### src/rtl/dngr_pkg.sv
// Shared types, constants and the digit font for the decimal number glyph renderer.
package dngr_pkg;

   localparam int unsigned CFG_WIDTH = 11;
   localparam logic [CFG_WIDTH-1:0] SCREEN_WIDTH_RESET  = 11'd400;
   localparam logic [CFG_WIDTH-1:0] SCREEN_HEIGHT_RESET = 11'd240;

   localparam logic CSR_SCREEN_WIDTH  = 1'b0;
   localparam logic CSR_SCREEN_HEIGHT = 1'b1;

   localparam int unsigned MAX_DIGITS  = 5;
   localparam int unsigned QUEUE_DEPTH = 2;

   localparam logic [2:0]  LAST_GLYPH_ROW = 3'd5;
   localparam logic [2:0]  DASH_ROW       = 3'd3;
   localparam logic [3:0]  DASH_BITS      = 4'hF;
   localparam logic signed [12:0] GLYPH_PITCH = 13'sd5;

   // x / 10 == (x * 52429) >> 19 for every 16-bit x.
   localparam logic [15:0] RECIP_TEN   = 16'd52429;
   localparam int unsigned RECIP_SHIFT = 19;

   typedef logic [3:0] digit_type;

   typedef struct packed {
      logic                          negative;
      logic [2:0]                    digit_count;
      digit_type [MAX_DIGITS-1:0]    digits;      // least significant digit at index 0
      logic signed [11:0]            origin_x;
      logic signed [11:0]            origin_y;
      logic [7:0]                    red;
      logic [7:0]                    green;
      logic [7:0]                    blue;
   } glyph_job_type;

   typedef enum logic [1:0] {
      FRONT_IDLE,
      FRONT_CONVERT,
      FRONT_PUSH
   } front_state_type;

   // One 4-pixel row of a digit; bit 3 is the leftmost column.
   function automatic logic [3:0] font_row(input digit_type digit, input logic [2:0] row);
      logic [23:0] glyph;
      logic [23:0] shifted;
      case (digit)
         4'd0: glyph = 24'h699996;
         4'd1: glyph = 24'h262227;
         4'd2: glyph = 24'h69248F;
         4'd3: glyph = 24'h692196;
         4'd4: glyph = 24'h159F11;
         4'd5: glyph = 24'hF8E196;
         4'd6: glyph = 24'h68E996;
         4'd7: glyph = 24'hF12444;
         4'd8: glyph = 24'h696996;
         4'd9: glyph = 24'h697116;
         default: glyph = 24'h000000;
      endcase
      shifted = glyph >> (5'd20 - {row, 2'b00});
      return shifted[3:0];
   endfunction

endpackage

### src/rtl/dngr_front.sv
// Front end: accepts a number word and splits its magnitude into decimal digits.
module dngr_front (
   input  logic                        clock,
   input  logic                        reset,
   input  logic                        req_valid,
   output logic                        req_stall,
   input  logic signed [15:0]          req_number,
   input  logic signed [11:0]          req_origin_x,
   input  logic signed [11:0]          req_origin_y,
   input  logic [7:0]                  req_red,
   input  logic [7:0]                  req_green,
   input  logic [7:0]                  req_blue,
   output logic                        push_valid,
   input  logic                        push_ready,
   output dngr_pkg::glyph_job_type     push_job
);

   dngr_pkg::front_state_type state_ff, state_in;
   dngr_pkg::glyph_job_type   job_ff, job_in;
   logic [15:0] mag_ff, mag_in;

   logic        accept;
   logic [31:0] product;
   logic [31:0] shifted;
   logic [15:0] quotient;
   logic [15:0] tenfold;
   logic [15:0] diff;
   logic [3:0]  remainder;
   logic        conv_done;

   assign accept    = req_valid && !req_stall;
   assign product   = {16'd0, mag_ff} * {16'd0, dngr_pkg::RECIP_TEN};
   assign shifted   = product >> dngr_pkg::RECIP_SHIFT;
   assign quotient  = shifted[15:0];
   assign tenfold   = {quotient[12:0], 3'b000} + {quotient[14:0], 1'b0};
   assign diff      = mag_ff - tenfold;
   assign remainder = diff[3:0];
   // At least one digit is always produced, so zero renders as a single 0.
   assign conv_done = (quotient == 16'd0) ||
                      (job_ff.digit_count == 3'(dngr_pkg::MAX_DIGITS - 1));

   always_comb begin
      state_in = state_ff;
      unique case (state_ff)
         dngr_pkg::FRONT_IDLE: begin
            if (accept) state_in = dngr_pkg::FRONT_CONVERT;
         end
         dngr_pkg::FRONT_CONVERT: begin
            if (conv_done) state_in = dngr_pkg::FRONT_PUSH;
         end
         dngr_pkg::FRONT_PUSH: begin
            if (push_ready) state_in = dngr_pkg::FRONT_IDLE;
         end
         default: state_in = dngr_pkg::FRONT_IDLE;
      endcase
   end

   always_comb begin
      req_stall  = (state_ff != dngr_pkg::FRONT_IDLE);
      push_valid = (state_ff == dngr_pkg::FRONT_PUSH);
      push_job   = job_ff;
   end

   always_comb begin
      job_in = job_ff;
      mag_in = mag_ff;
      if (accept) begin
         job_in.negative    = req_number[15];
         job_in.digit_count = 3'd0;
         job_in.digits      = '0;
         job_in.origin_x    = req_origin_x;
         job_in.origin_y    = req_origin_y;
         job_in.red         = req_red;
         job_in.green       = req_green;
         job_in.blue        = req_blue;
         // The negation of the most negative value reads correctly as unsigned 32768.
         mag_in = req_number[15] ? 16'(-req_number) : 16'(req_number);
      end else if (state_ff == dngr_pkg::FRONT_CONVERT) begin
         job_in.digits[job_ff.digit_count] = remainder;
         job_in.digit_count = job_ff.digit_count + 3'd1;
         mag_in = quotient;
      end
   end

   always_ff @(posedge clock) begin
      if (reset) begin
         state_ff <= dngr_pkg::FRONT_IDLE;
      end else begin
         state_ff <= state_in;
      end
   end

   always_ff @(posedge clock) begin
      job_ff <= job_in;
      mag_ff <= mag_in;
   end

endmodule

### src/rtl/dngr_queue.sv
// Short job queue between the digit front end and the row generator.
module dngr_queue #(
   parameter int unsigned DEPTH = dngr_pkg::QUEUE_DEPTH
) (
   input  logic                    clock,
   input  logic                    reset,
   input  logic                    push_valid,
   output logic                    push_ready,
   input  dngr_pkg::glyph_job_type push_job,
   output logic                    pop_valid,
   input  logic                    pop_ready,
   output dngr_pkg::glyph_job_type pop_job
);

   localparam int unsigned PtrWidth   = (DEPTH > 1) ? $clog2(DEPTH) : 1;
   localparam int unsigned CountWidth = $clog2(DEPTH + 1);

   dngr_pkg::glyph_job_type slot_ff [DEPTH];
   logic [PtrWidth-1:0]   wr_ptr_ff, wr_ptr_in;
   logic [PtrWidth-1:0]   rd_ptr_ff, rd_ptr_in;
   logic [CountWidth-1:0] count_ff, count_in;
   logic do_push;
   logic do_pop;

   assign push_ready = (count_ff != CountWidth'(DEPTH));
   assign pop_valid  = (count_ff != '0);
   assign pop_job    = slot_ff[rd_ptr_ff];
   assign do_push    = push_valid && push_ready;
   assign do_pop     = pop_valid && pop_ready;

   always_comb begin
      wr_ptr_in = wr_ptr_ff;
      rd_ptr_in = rd_ptr_ff;
      count_in  = count_ff;
      if (do_push) begin
         wr_ptr_in = (wr_ptr_ff == PtrWidth'(DEPTH - 1)) ? '0 : wr_ptr_ff + 1'b1;
      end
      if (do_pop) begin
         rd_ptr_in = (rd_ptr_ff == PtrWidth'(DEPTH - 1)) ? '0 : rd_ptr_ff + 1'b1;
      end
      if (do_push && !do_pop) begin
         count_in = count_ff + 1'b1;
      end else if (do_pop && !do_push) begin
         count_in = count_ff - 1'b1;
      end
   end

   always_ff @(posedge clock) begin
      if (reset) begin
         wr_ptr_ff <= '0;
         rd_ptr_ff <= '0;
         count_ff  <= '0;
      end else begin
         wr_ptr_ff <= wr_ptr_in;
         rd_ptr_ff <= rd_ptr_in;
         count_ff  <= count_in;
      end
   end

   always_ff @(posedge clock) begin
      if (do_push) begin
         slot_ff[wr_ptr_ff] <= push_job;
      end
   end

endmodule

### src/rtl/dngr_back.sv
// Back end: steps through the glyph rows of a job, clips them and forms the byte index.
module dngr_back (
   input  logic                    clock,
   input  logic                    reset,
   input  logic                    job_valid,
   output logic                    job_ready,
   input  dngr_pkg::glyph_job_type job,
   input  logic [10:0]             screen_width,
   input  logic [10:0]             screen_height,
   output logic                    rsp_valid,
   input  logic                    rsp_stall,
   output logic signed [12:0]      rsp_row_x,
   output logic signed [12:0]      rsp_row_y,
   output logic [3:0]              rsp_pixel_mask,
   output logic signed [23:0]      rsp_byte_index,
   output logic [7:0]              rsp_out_red,
   output logic [7:0]              rsp_out_green,
   output logic [7:0]              rsp_out_blue,
   output logic                    rsp_last_row
);

   // Row generator state.
   dngr_pkg::glyph_job_type job_ff, job_in;
   logic              busy_ff, busy_in;
   logic              dash_ff, dash_in;
   logic [2:0]        left_ff, left_in;
   logic [2:0]        row_ff, row_in;
   logic signed [12:0] cx_ff, cx_in;

   // Row stage.
   logic              s1_valid_ff;
   logic signed [12:0] s1_x_ff;
   logic signed [12:0] s1_y_ff;
   logic [3:0]        s1_bits_ff;
   logic              s1_last_ff;
   logic [7:0]        s1_red_ff, s1_green_ff, s1_blue_ff;

   // Output register.
   logic              rsp_valid_ff;
   logic signed [12:0] rsp_row_x_ff, rsp_row_y_ff;
   logic [3:0]        rsp_pixel_mask_ff;
   logic [23:0]       rsp_byte_index_ff;
   logic [7:0]        rsp_red_ff, rsp_green_ff, rsp_blue_ff;
   logic              rsp_last_ff;

   logic              adv;
   logic              step;
   logic              cur_last;
   logic              load;
   logic [2:0]        digit_sel;
   dngr_pkg::digit_type cur_digit;
   logic [3:0]        gen_bits;
   logic signed [12:0] gen_y;

   logic              y_inside;
   logic [3:0]        col_inside;
   logic [3:0]        mask;
   logic signed [24:0] product;
   logic signed [13:0] offset;
   logic signed [24:0] sum;
   logic signed [24:0] tripled;

   assign adv      = !rsp_valid_ff || !rsp_stall;
   assign step     = busy_ff && adv;
   assign cur_last = !dash_ff && (left_ff == 3'd1) && (row_ff == dngr_pkg::LAST_GLYPH_ROW);
   // A new job may start in the cycle that hands over the last row of the current one.
   assign job_ready = !busy_ff || (step && cur_last);
   assign load      = job_valid && job_ready;

   assign digit_sel = left_ff - 3'd1;
   assign cur_digit = job_ff.digits[digit_sel];
   assign gen_bits  = dash_ff ? dngr_pkg::DASH_BITS : dngr_pkg::font_row(cur_digit, row_ff);
   assign gen_y     = {job_ff.origin_y[11], job_ff.origin_y} +
                      $signed({10'd0, (dash_ff ? dngr_pkg::DASH_ROW : row_ff)});

   always_comb begin
      job_in  = job_ff;
      busy_in = busy_ff;
      dash_in = dash_ff;
      left_in = left_ff;
      row_in  = row_ff;
      cx_in   = cx_ff;
      if (load) begin
         job_in  = job;
         busy_in = 1'b1;
         dash_in = job.negative;
         left_in = job.digit_count;
         row_in  = 3'd0;
         cx_in   = {job.origin_x[11], job.origin_x};
      end else if (step) begin
         if (cur_last) begin
            busy_in = 1'b0;
         end else if (dash_ff) begin
            dash_in = 1'b0;
            cx_in   = cx_ff + dngr_pkg::GLYPH_PITCH;
         end else if (row_ff == dngr_pkg::LAST_GLYPH_ROW) begin
            row_in  = 3'd0;
            left_in = left_ff - 3'd1;
            cx_in   = cx_ff + dngr_pkg::GLYPH_PITCH;
         end else begin
            row_in  = row_ff + 3'd1;
         end
      end
   end

   // Clipping: every column is checked against the screen; the row as a whole against height.
   always_comb begin
      logic signed [13:0] px;
      y_inside = !s1_y_ff[12] && (s1_y_ff[11:0] < {1'b0, screen_height});
      for (int c = 0; c < 4; c++) begin
         px = {s1_x_ff[12], s1_x_ff} + 14'(c);
         col_inside[3-c] = !px[13] && (px[12:0] < {2'b00, screen_width});
      end
      mask = s1_bits_ff & col_inside & {4{y_inside}};
   end

   assign product = $signed({{12{s1_x_ff[12]}}, s1_x_ff}) * $signed({14'd0, screen_height});
   assign offset  = $signed({3'b000, screen_height}) - 14'sd1 - {s1_y_ff[12], s1_y_ff};
   assign sum     = product + {{11{offset[13]}}, offset};
   assign tripled = sum + (sum <<< 1);

   always_ff @(posedge clock) begin
      if (reset) begin
         busy_ff      <= 1'b0;
         s1_valid_ff  <= 1'b0;
         rsp_valid_ff <= 1'b0;
      end else begin
         busy_ff <= busy_in;
         if (adv) begin
            s1_valid_ff  <= busy_ff;
            rsp_valid_ff <= s1_valid_ff;
         end
      end
   end

   always_ff @(posedge clock) begin
      job_ff  <= job_in;
      dash_ff <= dash_in;
      left_ff <= left_in;
      row_ff  <= row_in;
      cx_ff   <= cx_in;
      if (adv) begin
         s1_x_ff     <= cx_ff;
         s1_y_ff     <= gen_y;
         s1_bits_ff  <= gen_bits;
         s1_last_ff  <= cur_last;
         s1_red_ff   <= job_ff.red;
         s1_green_ff <= job_ff.green;
         s1_blue_ff  <= job_ff.blue;

         rsp_row_x_ff      <= s1_x_ff;
         rsp_row_y_ff      <= s1_y_ff;
         rsp_pixel_mask_ff <= mask;
         rsp_byte_index_ff <= tripled[23:0];
         rsp_red_ff        <= s1_red_ff;
         rsp_green_ff      <= s1_green_ff;
         rsp_blue_ff       <= s1_blue_ff;
         rsp_last_ff       <= s1_last_ff;
      end
   end

   assign rsp_valid      = rsp_valid_ff;
   assign rsp_row_x      = rsp_row_x_ff;
   assign rsp_row_y      = rsp_row_y_ff;
   assign rsp_pixel_mask = rsp_pixel_mask_ff;
   assign rsp_byte_index = $signed(rsp_byte_index_ff);
   assign rsp_out_red    = rsp_red_ff;
   assign rsp_out_green  = rsp_green_ff;
   assign rsp_out_blue   = rsp_blue_ff;
   assign rsp_last_row   = rsp_last_ff;

endmodule

### src/rtl/decimal_number_glyph_render_top.sv
// Path: front end, job queue, row generator, row stage, output register (d digits per word).
// Throughput: one glyph row per cycle unless rsp_stall holds it, 6 * d rows plus one for a
// minus sign, at most 31. The row generator sets the rate; the front end takes no new word
// until its job is pushed; a two-entry job queue lets it run ahead of the row generator.
// Reset: screen width returns to 400, height to 240, and the queue and pipeline empty.
// Top level of the decimal number glyph renderer.
module decimal_number_glyph_render_top #(
   parameter int unsigned QUEUE_DEPTH = dngr_pkg::QUEUE_DEPTH
) (
   input  logic                       clock,
   input  logic                       reset,
   input  logic                       csr_write_en,
   input  logic                       csr_index,
   input  logic [dngr_pkg::CFG_WIDTH-1:0] csr_wdata,
   input  logic                       req_valid,
   output logic                       req_stall,
   input  logic signed [15:0]         req_number,
   input  logic signed [11:0]         req_origin_x,
   input  logic signed [11:0]         req_origin_y,
   input  logic [7:0]                 req_red,
   input  logic [7:0]                 req_green,
   input  logic [7:0]                 req_blue,
   output logic                       rsp_valid,
   input  logic                       rsp_stall,
   output logic signed [12:0]         rsp_row_x,
   output logic signed [12:0]         rsp_row_y,
   output logic [3:0]                 rsp_pixel_mask,
   output logic signed [23:0]         rsp_byte_index,
   output logic [7:0]                 rsp_out_red,
   output logic [7:0]                 rsp_out_green,
   output logic [7:0]                 rsp_out_blue,
   output logic                       rsp_last_row
);

   logic [dngr_pkg::CFG_WIDTH-1:0] screen_width_ff;
   logic [dngr_pkg::CFG_WIDTH-1:0] screen_height_ff;

   logic                    push_valid;
   logic                    push_ready;
   dngr_pkg::glyph_job_type push_job;
   logic                    pop_valid;
   logic                    pop_ready;
   dngr_pkg::glyph_job_type pop_job;

   always_ff @(posedge clock) begin
      if (reset) begin
         screen_width_ff  <= dngr_pkg::SCREEN_WIDTH_RESET;
         screen_height_ff <= dngr_pkg::SCREEN_HEIGHT_RESET;
      end else if (csr_write_en) begin
         if (csr_index == dngr_pkg::CSR_SCREEN_WIDTH) begin
            screen_width_ff <= csr_wdata;
         end
         if (csr_index == dngr_pkg::CSR_SCREEN_HEIGHT) begin
            screen_height_ff <= csr_wdata;
         end
      end
   end

   dngr_front u_front (
      .clock        (clock),
      .reset        (reset),
      .req_valid    (req_valid),
      .req_stall    (req_stall),
      .req_number   (req_number),
      .req_origin_x (req_origin_x),
      .req_origin_y (req_origin_y),
      .req_red      (req_red),
      .req_green    (req_green),
      .req_blue     (req_blue),
      .push_valid   (push_valid),
      .push_ready   (push_ready),
      .push_job     (push_job)
   );

   dngr_queue #(
      .DEPTH (QUEUE_DEPTH)
   ) u_queue (
      .clock      (clock),
      .reset      (reset),
      .push_valid (push_valid),
      .push_ready (push_ready),
      .push_job   (push_job),
      .pop_valid  (pop_valid),
      .pop_ready  (pop_ready),
      .pop_job    (pop_job)
   );

   dngr_back u_back (
      .clock          (clock),
      .reset          (reset),
      .job_valid      (pop_valid),
      .job_ready      (pop_ready),
      .job            (pop_job),
      .screen_width   (screen_width_ff),
      .screen_height  (screen_height_ff),
      .rsp_valid      (rsp_valid),
      .rsp_stall      (rsp_stall),
      .rsp_row_x      (rsp_row_x),
      .rsp_row_y      (rsp_row_y),
      .rsp_pixel_mask (rsp_pixel_mask),
      .rsp_byte_index (rsp_byte_index),
      .rsp_out_red    (rsp_out_red),
      .rsp_out_green  (rsp_out_green),
      .rsp_out_blue   (rsp_out_blue),
      .rsp_last_row   (rsp_last_row)
   );

endmodule

### config.mk
export PLATFORM = sky130hd
export DESIGN_NAME = decimal_number_glyph_render_top
export DESIGN_NICKNAME = d
export VERILOG_FILES = /design/src/rtl/dngr_pkg.sv /design/src/rtl/dngr_front.sv /design/src/rtl/dngr_queue.sv /design/src/rtl/dngr_back.sv /design/src/rtl/decimal_number_glyph_render_top.sv
export SDC_FILE = /design/constraint.sdc
export NUM_CORES = 1
export LEC_CHECK = 0
export BUFFER_PORTS_ARGS = -buffer_cell sky130_fd_sc_hd__buf_2
export CORE_UTILIZATION = 28
export DETAILED_ROUTE_END_ITERATION = 6
export PLACE_DENSITY_LB_ADDON = 0.2
export SLEW_MARGIN = 0
export SYNTH_ARGS = -nofsm -noshare
export SYNTH_HDL_FRONTEND = slang
export SYNTH_SLANG_ARGS = --single-unit
### constraint.sdc
create_clock -name clock -period 7.5 [get_ports clock]
set_input_delay 1.125 -clock clock [delete_from_list [all_inputs] [get_ports clock]]
set_output_delay 1.125 -clock clock [all_outputs]
set_load 0.005 [all_outputs]
* Word level (Yosys, flattened, before mapping)
Memory sizes are Yosys's and may differ from the RTL's. A register that Yosys moved wholly into a read port is not among the register bits.
Index checks and enable logic that the tools add are counted.
** Word-level totals
- Register bits after elaboration :: 329
- Bits in writable memories :: 144
- ROM bits :: 384
- Input bits :: 81
- Output and inout port bits :: 81
- Word-level logic and storage cells :: 185
- Memories kept :: 2
** Cells by class
- Add/subtract/negate cells :: 20
- $mul :: 2
- Magnitude comparators :: 8
- Equal/unequal tests :: 11
- Shift-type cells :: 1
- Multiplexer cells :: 38
- Bitwise gates (word level) :: 5
- Reduce and logical (&&, ||, !) cells :: 48
** Memories
- (name not given) :: words 16, bits a word 24, rd ports 1, clocked after Yosys merged registers in 0, write ports 0, line dngr_pkg.sv:46 : case (digit)
- u_queue.slot_ff :: words 2, bits a word 72, rd ports 1, clocked after Yosys merged registers in 1, write ports 1, line dngr_queue.sv:18 : dngr_pkg::glyph_job_type slot_ff [DEPTH];
** Operators by type and width (number)
- 2-to-1 mux 13 bit :: 5
- < comparator 13 x 11 -> 1 bit :: 4
- adder 24 bit :: 2
- 2-to-1 mux 16 bit :: 3
- multiplier 16 x 16 -> 32 bit, second input constant :: 1
- adder 13 x 3 -> 14 bit, second input constant :: 2
- multiplier 13 x 12 -> 24 bit :: 1
- >> shifter 24 x 5 -> 4 bit :: 1
- 2-to-1 mux 3 bit :: 7
- bitwise mux 20 bit :: 1
- logical NOT 16 bit :: 1
- negator 16 bit :: 1
- logical AND 1 bit :: 15
- adder 13 x 2 -> 14 bit, second input constant :: 1
- nonzero test 2 bit :: 7
- subtractor 12 x 13 -> 14 bit :: 1
- adder 12 x 4 -> 13 bit :: 1
- adder 13 x 4 -> 13 bit, second input constant :: 1
- binary-select mux 4 bit (select 3 bit) :: 1
- demux 4 bit (select 3 bit) :: 1
- logical NOT 1 bit :: 12
- < comparator 12 x 11 -> 1 bit :: 1
- 2-to-1 mux 1 bit :: 12
- subtractor 11 x 1 -> 12 bit, second input constant :: 1
- other kinds (27) :: 50

* Longest topological paths before layout
Gate-level depths: netlist (run 1).
- Depth after elaboration :: 9
- Depth in mapped cells :: 38

* By module
A second synthesis (run 1) with hierarchy kept.
** Second synthesis, totals
- Cell total of the unflattened synthesis :: 2668
- Area total of the unflattened synthesis :: 31547.8 um2
** By module, submodules not included
- dngr_back :: times used 1, cells each 1579, area an instance 17078.9 um2
- dngr_front :: times used 1, cells each 753, area an instance 8152.8 um2
- dngr_queue :: times used 1, cells each 248, area an instance 5407.7 um2
- decimal_number_glyph_render_top :: times used 1, cells each 88, area an instance 908.4 um2

* Least setup slack after synthesis (run 1)
OpenSTA, ideal clock, no wires.
- Path kind :: reg2reg
- Start :: reg screen_height_ff[0] (netlist name)
- End :: reg u_back.rsp_byte_index_ff[23] (netlist: u_back.rsp_byte_index[23]) (data pin)
- Setup time :: 258 ps
- Arrival time :: 7954 ps
- Required time :: 7242 ps
- Path slack :: -711 ps
- Stages on the path, launching flop included :: 38
- Cells stage by stage :: dfxtp_1 > inv_1 > ha_1 > xor2_1 > ha_1 > nor2b_1 > o21ai_0 > a21boi_0 > o21ai_0 > a21boi_0 > o21ai_0 > a21boi_0 > o21ai_0 > nor2b_1 > xnor2_1 > fa_1 > inv_1 > fa_1 > [2 not listed] > inv_1 > fa_1 > inv_1 > ha_1 > a21o_1 > a21o_1 > a41o_1 > xor2_1 > ha_1 > and3_1 > a221oi_1 > nand2_1 > a221o_1 > a221oi_1 > o21a_1 > o21bai_1 > a21oi_1 > xnor2_1
** On the way
- Word-level cells in the longest chain between the ends :: 4
- Elaborated cells on any way between the ends :: 5
** Ends and longest elaborated chain
- start: declaration :: line decimal_number_glyph_render_top.sv:36 : logic [dngr_pkg::CFG_WIDTH-1:0] screen_height_ff;
- start signal: assignment :: line decimal_number_glyph_render_top.sv:48 : screen_height_ff <= dngr_pkg::SCREEN_HEIGHT_RESET;
- start signal: assignment :: line decimal_number_glyph_render_top.sv:54 : screen_height_ff <= csr_wdata;
- parallel branches: the longest is 2 deep, another holds multiplier 13 x 12 -> 24 bit
- adder 24 bit * :: line dngr_back.sv:119 : assign sum = product + {{11{offset[13]}}, offset};
- adder 24 bit * :: line dngr_back.sv:120 : assign tripled = sum + (sum <<< 1);
- net u_back.tripled[23] :: line dngr_back.sv:61 : logic signed [24:0] tripled;
- end signal: assignment :: line dngr_back.sv:154 : rsp_byte_index_ff <= tripled[23:0];
- end: declaration :: line dngr_back.sv:42 : logic [23:0] rsp_byte_index_ff;
Mark *: on every way through the listed nets, which the timed path passes.
A chain may end at the register's enable or synchronous reset.

* Final worst setup path (run 1)
- Start :: reg screen_height_ff[1] (netlist name)
- End :: reg u_back.rsp_byte_index_ff[22] (netlist: u_back.rsp_byte_index[22]) (data pin)
Same word-level chain as after synthesis.

==> results of run 1 <==
flip-flops by register name, summed over array words and instances, names as in the netlist, 16 cells and up, named ones only:
signal,cells
u_back.job_ff,56
u_back.rsp_byte_index,24
u_queue.slot_ff,144
u_front.push_job,72
u_front.mag_ff,16
worst max-delay path, delay by kind of cell, from the launching register on:
| kind | cells | cell delay, ns |
|---|---|---|
| fa+ha+maj | 8 | 3.02 |
| compound gates | 17 | 2.78 |
| simple gates | 3 | 0.62 |
| xor+xnor | 3 | 0.38 |
| buf+inv | 6 | 0.35 |
| flops | 1 | 0.33 |
metrics by stage:
| step | utilization (%) | cells | hold WS [ns] |
|---|---|---|---|
| 3_5_place_dp | 31.6 | 4346 | 0.405 |
| 2_1_floorplan | - | 2643 | 0.400 |
| 5_1_grt | 33.7 | 4464 | 0.421 |
| 4_1_cts | 33.4 | 4456 | 0.413 |
| 6_report | 33.7 | 4467 | 0.414 |
| 3_3_place_gp | 31.6 | 4346 | 0.400 |
metal layers:
metal	vias up	GRT usage (%)
met4	10	3.26
met3	83	2.33
met5	-	0
li1	9573	-
met1	9492	18.6
met2	285	22.1
logic make-up (layout without fill, tap and decap cells):
kind of cell | Yosys count | in the layout | synth area share [%]
other cells | 0 | 3 | 0
buf+inv | 475 | 820 | 5.81
compound gates | 343 | 343 | 7.07
flops | 474 | 474 | 43.9
xor+xnor | 152 | 152 | 4.37
mux | 89 | 89 | 3.26
simple gates | 581 | 581 | 8.80
fa+ha+maj | 529 | 529 | 26.8
layout make-up:
class                      count  area [um2]
timing repair buffer         321        2030
tap                         1476        1850
fill                       10988       72600
sequential                   474       13700
clock inverter                31         338
clock buffer                  70        1510
antenna                        3        7.51
multi-input combinational   1694       16000
inverter                     398        1500
worst paths after layout:
kind                                          start                   endpoint  cells past startpoint
worst max-delay path            screen_height_ff[1]  u_back.rsp_byte_index[22]                     37
worst min-delay path            u_back.s1_red_ff[5]      u_back.rsp_out_red[5]                      0
worst max register to register  screen_height_ff[1]  u_back.rsp_byte_index[22]                     37
worst min register to register  u_back.s1_red_ff[5]      u_back.rsp_out_red[5]                      0
cells in the mapped netlist, types with 4 or more instances:
master    instances
edfxtp_1        416
mux2_2           58
nand2_1         219
fa_1            229
nor2_1          134
a31oi_1           7
inv_1           395
o21a_1           30
a211o_1           5
o211ai_1          5
o21ai_1           8
a211oi_1         12
xor2_1           47
or2_2             4
o21ai_0          65
nand2b_1         10
or3_1            15
nand4_1          10
a21oi_1         111
buf_1            10
xnor2_1         103
clkbuf_1         62
dfxtp_1          58
o31ai_1           4
o21bai_1          8
nand3b_1          4
ha_1            300
a21boi_0          7
nor2b_1          25
mux2i_1          27
and3_1           12
nor3_1           27
nand3_1          40
and2_1           59
a21o_1           42
mux4_2            4
placed cells by master (no fill, tap or decap), types with 8 or more instances in the layout:
cell type | netlist | final
nor3_1 | 27 | 24
a21oi_1 | 111 | 105
xor2_1 | 47 | 46
inv_1 | 395 | 384
nand2_1 | 219 | 216
nor2_1 | 134 | 130
o21bai_1 | 8 | 8
edfxtp_1 | 416 | 416
xnor2_1 | 103 | 99
or3_1 | 15 | 13
and3_1 | 12 | 11
buf_2 | 1 | 161
o21a_1 | 30 | 30
buf_4 | 2 | 156
o21ai_2 | 0 | 9
and2_1 | 59 | 58
clkinv_2 | 0 | 9
nand4_1 | 10 | 10
nand3_1 | 40 | 40
ha_1 | 300 | 294
inv_2 | 1 | 12
nor2b_1 | 25 | 21
o21ai_1 | 8 | 8
mux2_2 | 58 | 58
dfxtp_1 | 58 | 55
a211oi_1 | 12 | 12
clkbuf_16 | 0 | 58
fa_1 | 229 | 228
clkbuf_1 | 62 | 11
mux2i_1 | 27 | 27
nand2b_1 | 10 | 10
a21o_1 | 42 | 42
clkinv_1 | 2 | 8
o21ai_0 | 65 | 54
timing repair:
item / 4_1_cts / 5_1_grt
resized for setup: 10 / 60
endpoints found under the setup margin: 8 / 12
setup buffers: 10 / 8
pin swaps: 17 / 52
==> impl_metrics.py, run 1 <==
metrics = {
    "clock_network": {
        "cts_tree": "built",
        "cts_buffers": 54,
        "clock_sinks": 474,
        "htreeDepth": 2,
        "root_buffer": "clkbuf_16",
        "ctsHoldBuffers": 0,
        "clock_path_buffers": 3,
        "clk_pin_slew_ns": 0.06,
        "insertion_delay_ns": 0.65,
    },
    "placed_design": {
        "port_buffers": 161,
        "pre_cts_slack_ns": -0.494,
        "placed_cell_area_um2": 34600,
        "dp.final_hpwl_mm": 57.7,
        "place_congestion": 0.852,
    },
    "setup_path": {
        "cp.arrival_ns": 8.10,
        "worstSetupEndpointType": "flop",
        "critPathRequiredTime_ns": 7.84,
        "slowest_stage": "fa_1",
        "path_max_fanout": 3,
        "slowest_delay_ns": 0.52,
        "crit_path_frequent_cell": "a21o_1",
        "critPathLaunchType": "flop",
        "worstSetupPathType": "flop to flop",
        "r2r_slack_ns": -0.25,
    },
    "cells_and_area": {
        "drive_above_1_share_pct": 18.8,
        "fin_nets": 3553,
        "post-route-cell-area_um2": 36900,
        "area_growth_pct": 18.5,
    },
    "drt": {
        "routed.top_layer": "met5",
        "firstDrtPassIters": 5,
        "wl_met2_mm": 34.5,
        "m1WireLength_mm": 35.7,
        "drc": 0,
        "vias": 19443,
        "vias_per_cell": 4.35,
        "wl_per_cell_um": 16.8,
        "wirelength_mm": 75.0,
        "met3WireLength_mm": 3.26,
        "first_iter_violations": 927,
        "antenna_left": 0,
    },
    "grt": {
        "grt_pass1_wl_mm": 117,
        "grt_pass1_vias": 20281,
        "antenna_found_initial": 10,
        "grt_overflow_total": 0,
        "track_usage_pct": 13.5,
        "grt_max_degree": 70,
    },
    "floorplanning": {
        "io_pins": 162,
        "initial_core_util_pct": 28.4,
        "die_h_um": 335,
        "fp.dieW_um": 335,
        "core.rowCount": 121,
        "dieArea_um2": 112000,
        "core_area_um2": 109000,
    },
    "timing": {
        "fmax_ghz": 0.129,
        "skew_ns": 0.0516,
        "setup_ws_ns": -0.251,
        "relSlewSlack_pct": 29.1,
        "setup_violations": 5,
        "hold_violations": 0,
        "timing.final.crit_share_pct": 103,
        "period_minus_slack_ns": 7.75,
        "setup_tns_ns": -0.677,
        "tightestPinTransition_ns": 1.06,
        "slew_violations": 0,
        "rsz0062_at_grt": "true",
    },
    "synth": {
        "synthFlopType": "edfxtp_1",
        "async_flop_share_pct": 0,
        "synth_area_leader_cell": "edfxtp_1",
        "synthTopCellsByArea": "edfxtp_1 40%, fa_1 15%, ha_1 12%",
        "synth-seq-area-share_pct": 43.9,
        "netlist_area_um2": 31100,
        "synth-edff-count": 416,
        "synth_area_per_cell_um2": 11.8,
        "syn_nets": 3253,
        "synthDominantCellAreaShare_pct": 40.2,
        "synth_seq_cells": 474,
        "ys_types": 81,
        "syn_inst": 2643,
        "ys_warn_count": 0,
    },
    "worst_hold_path": {
        "hp-class": "flop to flop",
    },
    "run_status": {
        "status": "complete, but fails checks",
        "violations": "negative setup slack",
    },
    "flow_run": {
        "drv_cap": 0,
    },
}
Power of run 1 is not shown: default switching activity piles up to over one toggle a cycle in this logic, so the estimate is an artifact.
==> inputs of run 2 (changes only) <==
--- a/config.mk
+++ b/config.mk
@@ -6,7 +6,8 @@
 export NUM_CORES = 1
 export LEC_CHECK = 0
 export BUFFER_PORTS_ARGS = -buffer_cell sky130_fd_sc_hd__buf_2
-export CORE_UTILIZATION = 28
+export CORE_MARGIN = 2
+export CORE_UTILIZATION = 57
 export DETAILED_ROUTE_END_ITERATION = 6
 export PLACE_DENSITY_LB_ADDON = 0.2
 export SLEW_MARGIN = 0
==> constraint.sdc (replaced) <==
create_clock -name clock -period 7.5 [get_ports clock]
set_input_delay 0.75 -clock clock [delete_from_list [all_inputs] [get_ports clock]]
set_output_delay 0.75 -clock clock [all_outputs]
set_load 0.005 [all_outputs]
==> impl_metrics.py, run 2 (same netlist as run 1, synthesis figures left out) <==
metrics = {
    "cells_and_area": {
        "fin_nets": 3528,
        "area_growth_pct": 14.4,
        "fillers": 4022,
        "regArea_um2": 13700,
        "layout_commonest_cell": "edfxtp_1",
        "utilization_pct": 66.0,
        "drive_above_1_share_pct": 17.7,
        "final_cell_mix": "416 x edfxtp_1, 390 x inv_1, 295 x ha_1",
        "multiInputGateArea_um2": 16000,
        "n_antenna_cell": 0,
        "regMostFlops": "u_queue.slot_ff",
        "largest_reg_flops": 144,
        "fin_cells": 3655,
    },
    "timing": {
        "setup_violations": 9,
        "period_minus_slack_ns": 7.92,
        "skew_ns": 0.0254,
        "slew_violations": 0,
        "fmax_ghz": 0.126,
        "rsz0062_at_grt": "true",
        "hold_violations": 0,
        "relSlewSlack_pct": 19.0,
        "tightestPinTransition_ns": 1.21,
        "setup_ws_ns": -0.418,
        "timing.final.crit_share_pct": 106,
    },
    "setup_path": {
        "critPathRequiredTime_ns": 7.85,
        "r2r_start": "screen_height_ff[0]",
        "slowest_stage": "fa_1",
        "cp-startpoint": "screen_height_ff[0]",
        "worstSetupPathType": "flop to flop",
        "rr_worst_depth": 37,
        "reg2reg_to": "u_back.rsp_byte_index[22]",
        "r2r_slack_ns": -0.42,
        "slowest_delay_ns": 0.51,
        "worstSetupEndpointType": "flop",
        "crit_path_frequent_cell": "a21o_1",
        "critPathLaunchType": "flop",
        "path_max_fanout": 3,
        "cp.arrival_ns": 8.27,
    },
    "drt": {
        "vias_per_cell": 5.46,
        "wirelength_mm": 67.8,
        "wl_per_cell_um": 18.5,
        "drc": 0,
        "first_iter_violations": 1049,
        "vias": 19968,
        "firstDrtPassIters": 5,
        "antenna_left": 0,
    },
    "grt": {
        "grt_pass1_vias": 20848,
        "antenna_found_initial": 0,
        "grt_max_degree": 80,
        "met2_usage_pct": 42.3,
        "grtUsageMet3_pct": 2.72,
        "grt_pass1_wl_mm": 109,
        "track_usage_pct": 24.4,
        "grt_overflow_total": 0,
        "busiest_layer": "met2",
        "use_met1_pct": 31.5,
    },
    "clock_network": {
        "clock_sinks": 474,
        "clk_pin_slew_ns": 0.06,
        "cts_buffers": 49,
        "root_buffer": "clkbuf_16",
        "cts_tree": "built",
        "clock_path_buffers": 3,
        "insertion_delay_ns": 0.61,
        "htreeDepth": 2,
    },
    "floorplanning": {
        "core.rowCount": 85,
        "core_area_um2": 53900,
        "fp.dieW_um": 238,
        "dieArea_um2": 56500,
        "io_pins": 162,
        "die_h_um": 238,
        "initial_core_util_pct": 57.7,
    },
    "worst_hold_path": {
        "holdPathStages": 1,
        "hold_end": "u_front.push_job[42]",
        "hp-class": "input pin to flop",
        "hp-start": "req_origin_x[6]",
    },
    "flow_run": {
        "drv_cap": 0,
    },
    "run_status": {
        "violations": "negative setup slack",
        "status": "complete, but fails checks",
    },
    "placed_design": {
        "dp.final_hpwl_mm": 51.6,
        "place_congestion": 0.920,
        "dp_cells": 3544,
        "port_buffers": 161,
    },
}
run 2: metrics by stage:
step	setup TNS [ns]	worst slack, ns	hold slack (ns)	instance area (um2)
6_report	-1.96	-0.418	0.310	35600
5_1_grt	-4.80	-0.756	0.293	35600
4_1_cts	-1.28	-0.350	0.281	35400
3_5_place_dp	-2.27	-0.485	0.405	33500
3_3_place_gp	-0.728	-0.237	0.401	33500
2_1_floorplan	-0.0937	-0.0937	0.400	31200
run 2: worst max path at each step:
stage                           endpoint
2_1_floorplan  u_back.rsp_byte_index[23]
3_3_place_gp   u_back.rsp_byte_index[23]
3_5_place_dp   u_back.rsp_byte_index[22]
4_1_cts        u_back.rsp_byte_index[22]
5_1_grt        u_back.rsp_byte_index[22]
6_report       u_back.rsp_byte_index[22]
run 2: final cells by class:
type	instances	share of cell area, %
tap	696	2.45
sequential	474	38.4
timing repair buffer	301	5.30
inverter	398	4.20
clock buffer	65	3.78
multi-input combinational	1694	44.8
clock inverter	27	1.03
run 2: routing by layer:
| metal | wire length (um) | vias up |
|---|---|---|
| li1 | - | 9514 |
| met1 | 28300 | 9761 |
| met2 | 33600 | 529 |
| met3 | 2980 | 164 |
| met4 | 2860 | 0 |
| met5 | 0 | - |
run 2: repair_timing:
item | 4_1_cts | 5_1_grt
hold buffers | 0 | 0
pin swaps | 35 | 18
endpoints found under the hold margin | 0 | 0
gates cloned | 0 | 0
setup endpoints to repair | 8 | 11
buffers inserted | 15 | 5
gates resized for setup | 22 | 37
run 2: critical path: cells and delay by family, from the launching register on:
kind	cells	cell delay (ns)
AOI/OAI and AO/OA	17	2.99
adders and majority gates	8	2.95
and+or+nand+nor	3	0.65
xor gates and xnor gates	4	0.49
DFF	1	0.34
buffers and inverters	5	0.23
Power of run 2 is left out for the same reason.
==> inputs of run 3 (changes only) <==
--- a/config.mk
+++ b/config.mk
@@ -7,7 +7,7 @@
 export LEC_CHECK = 0
 export BUFFER_PORTS_ARGS = -buffer_cell sky130_fd_sc_hd__buf_2
 export CORE_MARGIN = 2
-export CORE_UTILIZATION = 57
+export CORE_UTILIZATION = 60
 export DETAILED_ROUTE_END_ITERATION = 6
 export PLACE_DENSITY_LB_ADDON = 0.2
 export SLEW_MARGIN = 0
==> constraint.sdc (replaced) <==
create_clock -name clock -period 8.2 [get_ports clock]
set_input_delay 0.82 -clock clock [delete_from_list [all_inputs] [get_ports clock]]
set_output_delay 0.82 -clock clock [all_outputs]
set_load 0.005 [all_outputs]
==> impl_metrics.py, run 3 (same netlist as run 1, synthesis figures left out) <==
metrics = {
    "timing": {
        "setup_ws_ns": 0.214,
        "tightestPinTransition_ns": 1.17,
        "setup_tns_ns": 0,
        "slew_violations": 0,
        "rsz0062_at_grt": "true",
        "setup_violations": 0,
        "timing.final.crit_share_pct": 97.4,
        "relSlewSlack_pct": 21.3,
        "hold_violations": 0,
        "period_minus_slack_ns": 7.99,
        "skew_ns": 0.0319,
        "fmax_ghz": 0.125,
    },
    "setup_path": {
        "slowest_delay_ns": 0.54,
        "crit_path_frequent_cell": "inv_2",
        "critPathLaunchType": "flop",
        "path_max_fanout": 3,
        "crit_family": "adder cells",
        "cp.arrival_ns": 8.33,
        "slowest_stage": "fa_1",
        "worstSetupEndpointType": "flop",
        "critPathRequiredTime_ns": 8.55,
        "critical_path_buf_inv_count": 6,
        "worstSetupPathType": "flop to flop",
        "cp.depth": 38,
        "rr_worst_depth": 38,
    },
    "cells_and_area": {
        "area_growth_pct": 12.4,
        "largest_reg_flops": 144,
        "regMostFlops": "u_queue.slot_ff",
        "layout_commonest_cell": "edfxtp_1",
        "fin_nets": 3476,
        "drive_above_1_share_pct": 15.5,
        "final_cell_mix": "416 x edfxtp_1, 388 x inv_1, 296 x ha_1",
        "post-route-cell-area_um2": 35000,
        "fin_cells": 3587,
    },
    "drt": {
        "vias": 19659,
        "vias_per_cell": 5.48,
        "antenna_left": 0,
        "wirelength_mm": 67.6,
        "wl_per_cell_um": 18.9,
        "firstDrtPassIters": 5,
        "first_iter_violations": 1022,
        "drc": 0,
    },
    "clock_network": {
        "cts_buffers": 49,
        "clock_path_buffers": 3,
        "insertion_delay_ns": 0.60,
        "cts_tree": "built",
        "clk_pin_slew_ns": 0.06,
        "clock_sinks": 474,
        "htreeDepth": 2,
        "root_buffer": "clkbuf_16",
    },
    "placed_design": {
        "pre_cts_slack_ns": -0.273,
        "place_congestion": 0.947,
        "dp_cells": 3479,
        "dp.final_hpwl_mm": 51.1,
        "port_buffers": 161,
        "placed_cell_area_um2": 33000,
    },
    "floorplanning": {
        "core_area_um2": 51300,
        "dieArea_um2": 53700,
        "die_h_um": 232,
        "fp.dieW_um": 232,
        "io_pins": 162,
        "core.rowCount": 83,
        "initial_core_util_pct": 60.6,
    },
    "grt": {
        "antenna_found_initial": 4,
        "grt_pass1_wl_mm": 108,
        "grt_overflow_total": 0,
        "grt_max_degree": 77,
        "track_usage_pct": 25.8,
        "grt_pass1_vias": 20651,
    },
    "worst_hold_path": {
        "hp-class": "input pin to flop",
        "holdPathStages": 1,
    },
    "flow_run": {
        "drv_cap": 0,
    },
    "run_status": {
        "status": "finished, final reports clean",
    },
}
==> run 3: path summary, 6_finish.rpt <==
| kind | end | start | slack [ns] |
|---|---|---|---|
| max | u_back.rsp_byte_index[23] | screen_height_ff[1] | 0.21 |
| min | u_front.push_job[38] | req_origin_x[2] | 0.39 |
| max reg2reg | u_back.rsp_byte_index[23] | screen_height_ff[1] | 0.21 |
| min reg2reg | u_back.s1_blue_ff[3] | u_back.job_ff[3] | 0.42 |
==> run 3: routing by layer <==
metal	share of wire [%]	routed length, um	track usage, %	up-vias
met1	42	28300	33.4	9678
met3	3.8	2550	2.94	137
met4	4.0	2720	10.1	0
li1	-	-	-	9409
met2	50	34100	44.4	435
met5	0	0	0	-
==> run 3: cell type report <==
cell class	instances	area, um2
multi-input combinational	1694	15900
tap	680	851
clock buffer	69	1410
clock inverter	21	205
timing repair buffer	249	1470
antenna	2	5.00
fill	3763	16300
inverter	398	1490
sequential	474	13700
==> run 3: repair_timing <==
action,4_1_cts,5_1_grt
resized for setup,11,44
hold buffers,0,0
setup buffers,0,16
gates cloned,0,0
endpoints found under the setup margin,8,9
pin swaps,2,41
==> run 3: through the flow <==
stage                     utilization, %  hold WS (ns)
after global placement              64.4         0.400
final                               68.2         0.393
after CTS                           67.5         0.366
after floorplan                        -         0.400
after global routing                68.2         0.367
after detailed placement            64.4         0.405
==> run 3: worst reg2reg max path, delay by kind of cell, from the launching register on <==
kind | cells | cell delay (ns)
fa+ha+maj | 8 | 3.07
xor+xnor | 4 | 0.49
compound gates | 17 | 2.81
buf+inv | 6 | 0.35
simple gates | 3 | 0.70
flops | 1 | 0.33
Power of run 3 is left out for the same reason.
